### src/hdl/tccc_pkg.sv
// shared types and constants for the text console cursor control unit
// no dependencies
package tccc_pkg;

    localparam int MAX_COLUMNS_DEFAULT = 128;
    localparam int MAX_ROWS_DEFAULT    = 64;
    localparam int TAB_STOP_DEFAULT    = 4;

    localparam int CHAR_W   = 8;
    localparam int COLCFG_W = 8;
    localparam int ROWCFG_W = 7;
    localparam int COLOR_W  = 24;
    localparam int KIND_W   = 2;
    localparam int COLUMN_W = 7;
    localparam int ROW_W    = 6;
    localparam int POS_W    = 13;
    localparam int CFG_IDX_W = 2;

    localparam logic [COLCFG_W-1:0] COLUMNS_RESET = 8'd80;
    localparam logic [ROWCFG_W-1:0] ROWS_RESET    = 7'd25;
    localparam logic [COLOR_W-1:0]  COLOR_RESET   = 24'hFFFFFF;

    localparam logic [CHAR_W-1:0] CHAR_TAB   = 8'd9;
    localparam logic [CHAR_W-1:0] CHAR_LF    = 8'd10;
    localparam logic [CHAR_W-1:0] CHAR_CR    = 8'd13;
    localparam logic [CHAR_W-1:0] CHAR_SPACE = 8'd32;

    localparam logic [CFG_IDX_W-1:0] CFG_COLUMNS = 2'd0;
    localparam logic [CFG_IDX_W-1:0] CFG_ROWS    = 2'd1;
    localparam logic [CFG_IDX_W-1:0] CFG_COLOR   = 2'd2;

    typedef enum logic [KIND_W-1:0] {
        KIND_WRITE  = 2'd0,
        KIND_SCROLL = 2'd1,
        KIND_CURSOR = 2'd2
    } kind_t;

    typedef struct packed {
        kind_t               kind;
        logic [COLUMN_W-1:0] column;
        logic [ROW_W-1:0]    row;
        logic [CHAR_W-1:0]   glyph_code;
        logic [COLOR_W-1:0]  foreground;
        logic [POS_W-1:0]    cursor_position;
        logic                last;
    } result_t;

endpackage

### src/hdl/text_console_cursor_control_unit.sv
// text console cursor control: sequencer, cursor state, config and result register
// depends on tccc_pkg and tccc_rem
//
// One character item is taken while the block is idle; a small sequencer then
// produces its results one at a time through a single output register and is not
// ready again until the closing cursor update has been loaded. A printable byte
// passes idle, decode, cell write, wrap/scroll, row times width multiply and
// cursor update; carriage return and line feed skip the cell write. A tab first
// waits in the reciprocal remainder unit and then repeats cell write and
// wrap/scroll once per fill space, one to TAB_STOP spaces. A consumer that stalls
// the output register holds the sequencer until the result is taken.
module text_console_cursor_control_unit #(
    parameter int MAX_COLUMNS = tccc_pkg::MAX_COLUMNS_DEFAULT,
    parameter int MAX_ROWS    = tccc_pkg::MAX_ROWS_DEFAULT,
    parameter int TAB_STOP    = tccc_pkg::TAB_STOP_DEFAULT
) (
    input  logic                             clk,
    input  logic                             rst_n,
    input  logic                             cfg_write,
    input  logic [tccc_pkg::CFG_IDX_W-1:0]   cfg_index,
    input  logic [tccc_pkg::COLOR_W-1:0]     cfg_data,
    input  logic                             in_valid,
    output logic                             in_ready,
    input  logic [tccc_pkg::CHAR_W-1:0]      character,
    output logic                             out_valid,
    input  logic                             out_ready,
    output logic [tccc_pkg::KIND_W-1:0]      kind,
    output logic [tccc_pkg::COLUMN_W-1:0]    column,
    output logic [tccc_pkg::ROW_W-1:0]       row,
    output logic [tccc_pkg::CHAR_W-1:0]      glyph_code,
    output logic [tccc_pkg::COLOR_W-1:0]     foreground,
    output logic [tccc_pkg::POS_W-1:0]       cursor_position,
    output logic                             last
);

    localparam int CW = $clog2(MAX_COLUMNS + 1);
    localparam int RW = $clog2(MAX_ROWS + 1);
    localparam int TW = $clog2(TAB_STOP + 1);
    localparam int PW = CW + RW;

    typedef enum logic [6:0] {
        ST_IDLE   = 7'b0000001,
        ST_DECODE = 7'b0000010,
        ST_TAB    = 7'b0000100,
        ST_PUT    = 7'b0001000,
        ST_SETTLE = 7'b0010000,
        ST_MUL    = 7'b0100000,
        ST_CURSOR = 7'b1000000
    } state_t;

    state_t state_reg, state_next;

    logic [tccc_pkg::COLCFG_W-1:0] cols_cfg_reg;
    logic [tccc_pkg::ROWCFG_W-1:0] rows_cfg_reg;
    logic [tccc_pkg::COLOR_W-1:0]  color_reg;

    logic [CW-1:0] cols_eff;
    logic [RW-1:0] rows_eff;
    logic [8:0]    cols_ext;
    logic [8:0]    rows_ext;

    logic [CW-1:0] col_reg, col_next;
    logic [RW-1:0] row_reg, row_next;
    logic [TW-1:0] cnt_reg, cnt_next;
    logic [tccc_pkg::CHAR_W-1:0] ch_reg;
    logic [PW-1:0] prod_reg;
    logic [PW:0]   pos_sum;

    logic          accept;
    logic          out_free;
    logic          emit;
    logic          rem_start;
    logic          rem_done;
    logic [TW-1:0] rem_value;
    logic [CW-1:0] col_wrap;
    logic [RW-1:0] row_wrap;
    logic          wrap;
    logic [tccc_pkg::CHAR_W-1:0] glyph;

    tccc_pkg::result_t res_reg, res_next;
    logic              out_valid_reg;

    tccc_rem #(
        .DIVISOR (TAB_STOP),
        .WIDTH   (CW)
    ) u_rem (
        .clk       (clk),
        .rst_n     (rst_n),
        .start     (rem_start),
        .dividend  (col_reg),
        .done      (rem_done),
        .remainder (rem_value)
    );

    assign cols_ext = {1'b0, cols_cfg_reg};
    assign rows_ext = {2'b00, rows_cfg_reg};
    assign cols_eff = (cols_cfg_reg == '0) ? CW'(1)
                    : (cols_ext > 9'(MAX_COLUMNS)) ? CW'(MAX_COLUMNS) : CW'(cols_cfg_reg);
    assign rows_eff = (rows_cfg_reg == '0) ? RW'(1)
                    : (rows_ext > 9'(MAX_ROWS)) ? RW'(MAX_ROWS) : RW'(rows_cfg_reg);

    assign in_ready = (state_reg == ST_IDLE);
    assign accept   = in_valid && in_ready;
    assign out_free = !out_valid_reg || out_ready;

    assign wrap     = (col_reg >= cols_eff);
    assign col_wrap = wrap ? '0 : col_reg;
    assign row_wrap = wrap ? row_reg + RW'(1) : row_reg;
    assign glyph    = (ch_reg == tccc_pkg::CHAR_TAB) ? tccc_pkg::CHAR_SPACE : ch_reg;
    assign pos_sum  = {1'b0, prod_reg} + (PW+1)'(col_reg);

    always_comb
    begin
        state_next = state_reg;
        col_next   = col_reg;
        row_next   = row_reg;
        cnt_next   = cnt_reg;
        rem_start  = 1'b0;
        emit       = 1'b0;
        res_next.kind            = tccc_pkg::KIND_WRITE;
        res_next.column          = tccc_pkg::COLUMN_W'(col_reg);
        res_next.row             = tccc_pkg::ROW_W'(row_reg);
        res_next.glyph_code      = glyph;
        res_next.foreground      = color_reg;
        res_next.cursor_position = '0;
        res_next.last            = 1'b0;

        unique case (state_reg)
            ST_IDLE:
            begin
                if (accept)
                begin
                    col_next   = (col_reg >= cols_eff) ? cols_eff - CW'(1) : col_reg;
                    row_next   = (row_reg >= rows_eff) ? rows_eff - RW'(1) : row_reg;
                    state_next = ST_DECODE;
                end
            end
            ST_DECODE:
            begin
                unique case (ch_reg)
                    tccc_pkg::CHAR_LF:
                    begin
                        col_next   = '0;
                        row_next   = row_reg + RW'(1);
                        cnt_next   = '0;
                        state_next = ST_SETTLE;
                    end
                    tccc_pkg::CHAR_CR:
                    begin
                        col_next   = '0;
                        cnt_next   = '0;
                        state_next = ST_SETTLE;
                    end
                    tccc_pkg::CHAR_TAB:
                    begin
                        rem_start  = 1'b1;
                        state_next = ST_TAB;
                    end
                    default:
                    begin
                        cnt_next   = TW'(1);
                        state_next = ST_PUT;
                    end
                endcase
            end
            ST_TAB:
            begin
                if (rem_done)
                begin
                    cnt_next   = TW'(TAB_STOP) - rem_value;
                    state_next = ST_PUT;
                end
            end
            ST_PUT:
            begin
                if (out_free)
                begin
                    emit       = 1'b1;
                    col_next   = col_reg + CW'(1);
                    cnt_next   = cnt_reg - TW'(1);
                    state_next = ST_SETTLE;
                end
            end
            ST_SETTLE:
            begin
                if (row_wrap < rows_eff)
                begin
                    col_next   = col_wrap;
                    row_next   = row_wrap;
                    state_next = (cnt_reg != '0) ? ST_PUT : ST_MUL;
                end
                else if (out_free)
                begin
                    emit                = 1'b1;
                    res_next.kind       = tccc_pkg::KIND_SCROLL;
                    res_next.column     = tccc_pkg::COLUMN_W'(col_wrap);
                    res_next.row        = tccc_pkg::ROW_W'(rows_eff - RW'(1));
                    res_next.glyph_code = tccc_pkg::CHAR_SPACE;
                    col_next            = col_wrap;
                    row_next            = rows_eff - RW'(1);
                    state_next          = (cnt_reg != '0) ? ST_PUT : ST_MUL;
                end
            end
            ST_MUL:
            begin
                state_next = ST_CURSOR;
            end
            ST_CURSOR:
            begin
                if (out_free)
                begin
                    emit                     = 1'b1;
                    res_next.kind            = tccc_pkg::KIND_CURSOR;
                    res_next.glyph_code      = '0;
                    res_next.foreground      = '0;
                    res_next.cursor_position = tccc_pkg::POS_W'(pos_sum);
                    res_next.last            = 1'b1;
                    state_next               = ST_IDLE;
                end
            end
            default:
            begin
                state_next = ST_IDLE;
            end
        endcase
    end

    always_ff @(posedge clk or negedge rst_n)
    begin
        if (!rst_n)
        begin
            state_reg     <= ST_IDLE;
            col_reg       <= '0;
            row_reg       <= '0;
            cnt_reg       <= '0;
            out_valid_reg <= 1'b0;
            cols_cfg_reg  <= tccc_pkg::COLUMNS_RESET;
            rows_cfg_reg  <= tccc_pkg::ROWS_RESET;
            color_reg     <= tccc_pkg::COLOR_RESET;
        end
        else
        begin
            state_reg <= state_next;
            col_reg   <= col_next;
            row_reg   <= row_next;
            cnt_reg   <= cnt_next;
            if (emit)
            begin
                out_valid_reg <= 1'b1;
            end
            else if (out_ready)
            begin
                out_valid_reg <= 1'b0;
            end
            if (cfg_write)
            begin
                unique case (cfg_index)
                    tccc_pkg::CFG_COLUMNS: cols_cfg_reg <= cfg_data[tccc_pkg::COLCFG_W-1:0];
                    tccc_pkg::CFG_ROWS:    rows_cfg_reg <= cfg_data[tccc_pkg::ROWCFG_W-1:0];
                    tccc_pkg::CFG_COLOR:   color_reg    <= cfg_data;
                    default:
                    begin
                    end
                endcase
            end
        end
    end

    always_ff @(posedge clk)
    begin
        if (accept)
        begin
            ch_reg <= character;
        end
        if (state_reg == ST_MUL)
        begin
            prod_reg <= PW'(row_reg) * PW'(cols_eff);
        end
        if (emit)
        begin
            res_reg <= res_next;
        end
    end

    assign out_valid       = out_valid_reg;
    assign kind            = res_reg.kind;
    assign column          = res_reg.column;
    assign row             = res_reg.row;
    assign glyph_code      = res_reg.glyph_code;
    assign foreground      = res_reg.foreground;
    assign cursor_position = res_reg.cursor_position;
    assign last            = res_reg.last;

endmodule

### src/hdl/tccc_rem.sv
// remainder by a constant divisor through reciprocal multiplication
// depends on nothing; used by the top level for tab stop arithmetic
module tccc_rem #(
    parameter int DIVISOR = 4,
    parameter int WIDTH   = 8
) (
    input  logic                               clk,
    input  logic                               rst_n,
    input  logic                               start,
    input  logic [WIDTH-1:0]                   dividend,
    output logic                               done,
    output logic [$clog2(DIVISOR+1)-1:0]       remainder
);

    localparam int DW    = $clog2(DIVISOR + 1);
    localparam int SH    = WIDTH + DW;
    localparam int PRW   = WIDTH + SH;
    localparam int QW    = WIDTH + DW;
    localparam int RECIP = ((2 ** SH) + DIVISOR - 1) / DIVISOR;

    logic             busy_reg, busy_next;
    logic             done_reg, done_next;
    logic [WIDTH-1:0] dvd_reg;
    logic [PRW-1:0]   prod_reg;
    logic [DW-1:0]    rem_reg;
    logic [WIDTH-1:0] quotient;
    logic [QW-1:0]    diff;

    // quotient from the scaled reciprocal, remainder by one constant multiply back
    assign quotient  = prod_reg[SH +: WIDTH];
    assign diff      = QW'(dvd_reg) - QW'(quotient) * QW'(DIVISOR);
    assign busy_next = start;
    assign done_next = busy_reg;

    always_ff @(posedge clk or negedge rst_n)
    begin
        if (!rst_n)
        begin
            busy_reg <= 1'b0;
            done_reg <= 1'b0;
        end
        else
        begin
            busy_reg <= busy_next;
            done_reg <= done_next;
        end
    end

    always_ff @(posedge clk)
    begin
        if (start)
        begin
            dvd_reg  <= dividend;
            prod_reg <= PRW'(dividend) * PRW'(RECIP);
        end
        if (busy_reg)
        begin
            rem_reg <= diff[DW-1:0];
        end
    end

    assign done      = done_reg;
    assign remainder = rem_reg;

endmodule

### config.mk
export PLATFORM = sky130hd
export DESIGN_NAME = text_console_cursor_control_unit
export DESIGN_NICKNAME = d
export VERILOG_FILES = /design/src/hdl/tccc_pkg.sv /design/src/hdl/text_console_cursor_control_unit.sv /design/src/hdl/tccc_rem.sv
export SDC_FILE = /design/constraint.sdc
export NUM_CORES = 1
export LEC_CHECK = 0
export BUFFER_PORTS_ARGS = -buffer_cell sky130_fd_sc_hd__buf_4
export CAP_MARGIN = 40
export CORE_UTILIZATION = 50
export DETAILED_ROUTE_END_ITERATION = 10
export GPL_ROUTABILITY_DRIVEN = 0
export MAX_ROUTING_LAYER = met4
export PLACE_DENSITY_LB_ADDON = 0.12
export SLEW_MARGIN = 0
export SYNTH_ARGS = -nofsm -noshare
export SYNTH_HDL_FRONTEND = slang
export SYNTH_SLANG_ARGS = --single-unit
### constraint.sdc
create_clock -name clk -period 20.9 [get_ports clk]
set_input_delay 0 -clock clk [delete_from_list [all_inputs] [get_ports clk]]
set_output_delay 0 -clock clk [all_outputs]
set_load 0.005 [all_outputs]
==> results.txt <==
final setup fails: 0
synthesis-to-layout area growth: 21.1%
1st-pass router iterations: 8
global route total overflow: 0
FMAX: 143 MHz
post-cts resize count: 0
initial antenna violation count: 0
CP Max Fanout: 57
vias per cell: 5.75
Worst EP required: 20.94 ns
post-layout min period: 6.98 ns
CP top delay family: compound AO/OA/AOI/OAI gates
slew margin rel.: 38.0%
CTS tree: built
area leader, netlist: edfxtp_1
# IOs: 102
critical path endpoint category: flop
Num CTS Buffers: 17
post-synthesis sequential area ratio: 45.0%
vias in the first global route: 7114
drt wl/cell: 18.3 um
cts hold-fix bufs: 36
first-pass GRT wire length: 37500 um
Initial DRC Count: 624
H-tree depth: 4
top post-synthesis cells by count: edfxtp_1, inv_1, ha_1
Synth top area share: 27.1%
post-DP HPWL: 16900 um
CTS root buffer: clkbuf_16
CP Cell Sequence: nor4_1, a21oi_1, nor2_1, ha_1, nand2b_1, a2111oi_2, or3_1, a211oi_1, or3_1, ha_1, o21ai_0, o21bai_1, nor2_1, a41oi_1, buf_4, nand3_1, o21ai_4, buf_4
Die X-Extent: 140 um
Routed Wire Length: 23400 um
Starting Density: 51.0%
distinct cell type count after synthesis: 74
gr usage total: 25.4%
Post-synth EDFFs: 86
Slew @ Worst Pin: 0.928 ns
P_leak: 0.00488 uW
Clock Tree Buf Depth: 2
Post-CTS Setup Bufs: 0
WS Path Type: reg -> reg
Max-Cap Viols: 0
# diodes: 0
clk sink count: 153
#FFs+latches synth: 153
Antenna Violating Nets Remaining: 0
Mean Syn Cell Area: 10.7 um2
CP bufs+invs: 2
top-count cell post-synth: edfxtp_1
hold_sp: cfg_index[1]
Vert. Die Dim: 140 um
Syn Inst Count: 894
yosys warns: 0
share of layout cells above drive strength 1: 22.2%
setup TNS: 0 ns
Setup crit start kind: flop
Rows: 50
largest net degree at the start of global routing: 63
Hold Path Class: in -> reg
Critical Path Start: cols_cfg_reg[3]$_DFFE_PN0P_
syn_nets: 1024
Worst EP arrival: 7.03 ns
clk_skew: 0.0115 ns
fin crit share: 33.4%
worst vdd ir: 0.0935 mV
drc violations: 1
Reg-to-Reg Start: cols_cfg_reg[3]$_DFFE_PN0P_
IO Port Bufs: 101
PwrDens: 130 nW/um2
failing checks: DRC
Synth async-reset ratio: 43.8%
status: complete, but fails checks
RSZ-0062 raised after global routing: false
Fillers: 1572
post-synthesis cell area: 9540 um2
via count: 7338
overall power: 1510 uW
final core utilization: 61.8%
ranking of synthesized cells by area: edfxtp_1, dfrtp_1, dfstp_2
Layout Nets: 1159
die area: 19600 um2
Top FF cell, synth: edfxtp_1
CTS clock-pin slew for the worst setup and hold paths: 0.06 ns
Final Hold Vio Count: 0
Worst path max stage delay: 0.87 ns
max-slew violation count: 0
core footprint: 18700 um2
slowest cell on the critical path: a2111oi_2
Clk Latency, worst-skew pair: 0.42 ns
## power breakdown
part | switching (uW) | total [uW] | internal (uW)
sequential | 66.1 | 461 | 395
combinational | 414 | 723 | 309
clock | 132 | 324 | 192
## through the flow
step                hold slack [ns]  instances  worst slack [ns]  area [um2]
floorplan                    -0.296        894             13.58        9540
global placement              0.167       1204             13.99       10500
detailed placement           -0.166       1208             14.17       10600
CTS                          0.0744       1276             14.12       11600
global route                  0.141       1276             13.59       11600
finish                       0.0902       1276             13.92       11600
## worst reg2reg max path: cells and delay by family, from the launching register on
| kind | cells | cell delay (ns) |
|---|---|---|
| AOI/OAI and AO/OA | 7 | 2.32 |
| adders and majority gates | 2 | 0.65 |
| and+or+nand+nor | 7 | 2.25 |
| DFF | 1 | 0.39 |
| buffers and inverters | 2 | 0.96 |
## layer usage
| metal | up-vias | GRT usage (%) | part of all wire [%] |
|---|---|---|---|
| li1 | 3465 | - | - |
| met1 | 3548 | 34.7 | 46 |
| met2 | 280 | 39.1 | 46 |
| met3 | 45 | 4.07 | 6.4 |
| met4 | 0 | 7.75 | 2.0 |
| met5 | - | - | 0 |
## layout by cell type (no fill, tap or decap), types with 6 or more instances in the layout
master	synthesis	routed
dfrtp_1	37	37
nor4_1	7	7
dfstp_2	30	30
o21ai_0	37	36
a21oi_1	31	31
nand2_1	61	61
and3_1	10	10
nand3_1	24	24
or2_2	7	7
nor3_1	25	25
buf_4	0	108
nor2b_1	18	18
edfxtp_1	86	86
nand2b_1	8	8
a211oi_1	9	9
xnor2_1	22	22
mux2_2	40	40
o211ai_1	6	6
and2_1	58	58
inv_1	76	76
fa_1	29	29
o21a_1	6	6
or3_1	10	10
ha_1	62	62
xor2_1	7	7
nor2_1	56	56
dlygate4sd3_1	0	36
clkbuf_16	0	17
a31oi_1	11	11
## logic make-up after synthesis
logic type	synth area share, %
AOI/OAI and AO/OA	11.6
DFF	45.0
adders and majority gates	14.2
xor gates and xnor gates	2.66
buffers and inverters	4.33
muxes	4.83
and+or+nand+nor	17.3
## layout make-up
| cell class | count | area, um2 | share of cell area, % |
|---|---|---|---|
| sequential | 153 | 4300 | 37.2 |
| clock buffer | 18 | 429 | 3.71 |
| inverter | 79 | 299 | 2.59 |
| multi-input combinational | 632 | 4840 | 41.9 |
| clock inverter | 14 | 185 | 1.60 |
| tap | 234 | 293 | 2.53 |
| timing repair buffer | 146 | 1210 | 10.5 |
## final timing paths
path	end	slack, ns	cells after the start
max	cursor_position[6]$_SDFFCE_PN0P_	13.92	18
min	cols_cfg_reg[7]$_DFFE_PN0P_	0.09	4
max reg2reg	cursor_position[6]$_SDFFCE_PN0P_	13.92	18
min reg2reg	u_rem.remainder[0]$_DFFE_PP_	0.42	0
max in group asynchronous	row_reg[4]$_DFFE_PN0P_	20.14	3
min in group asynchronous	state_reg[1]$_DFFE_PN0P_	0.10	3
Note: power is estimated with default switching activity, not from simulation.
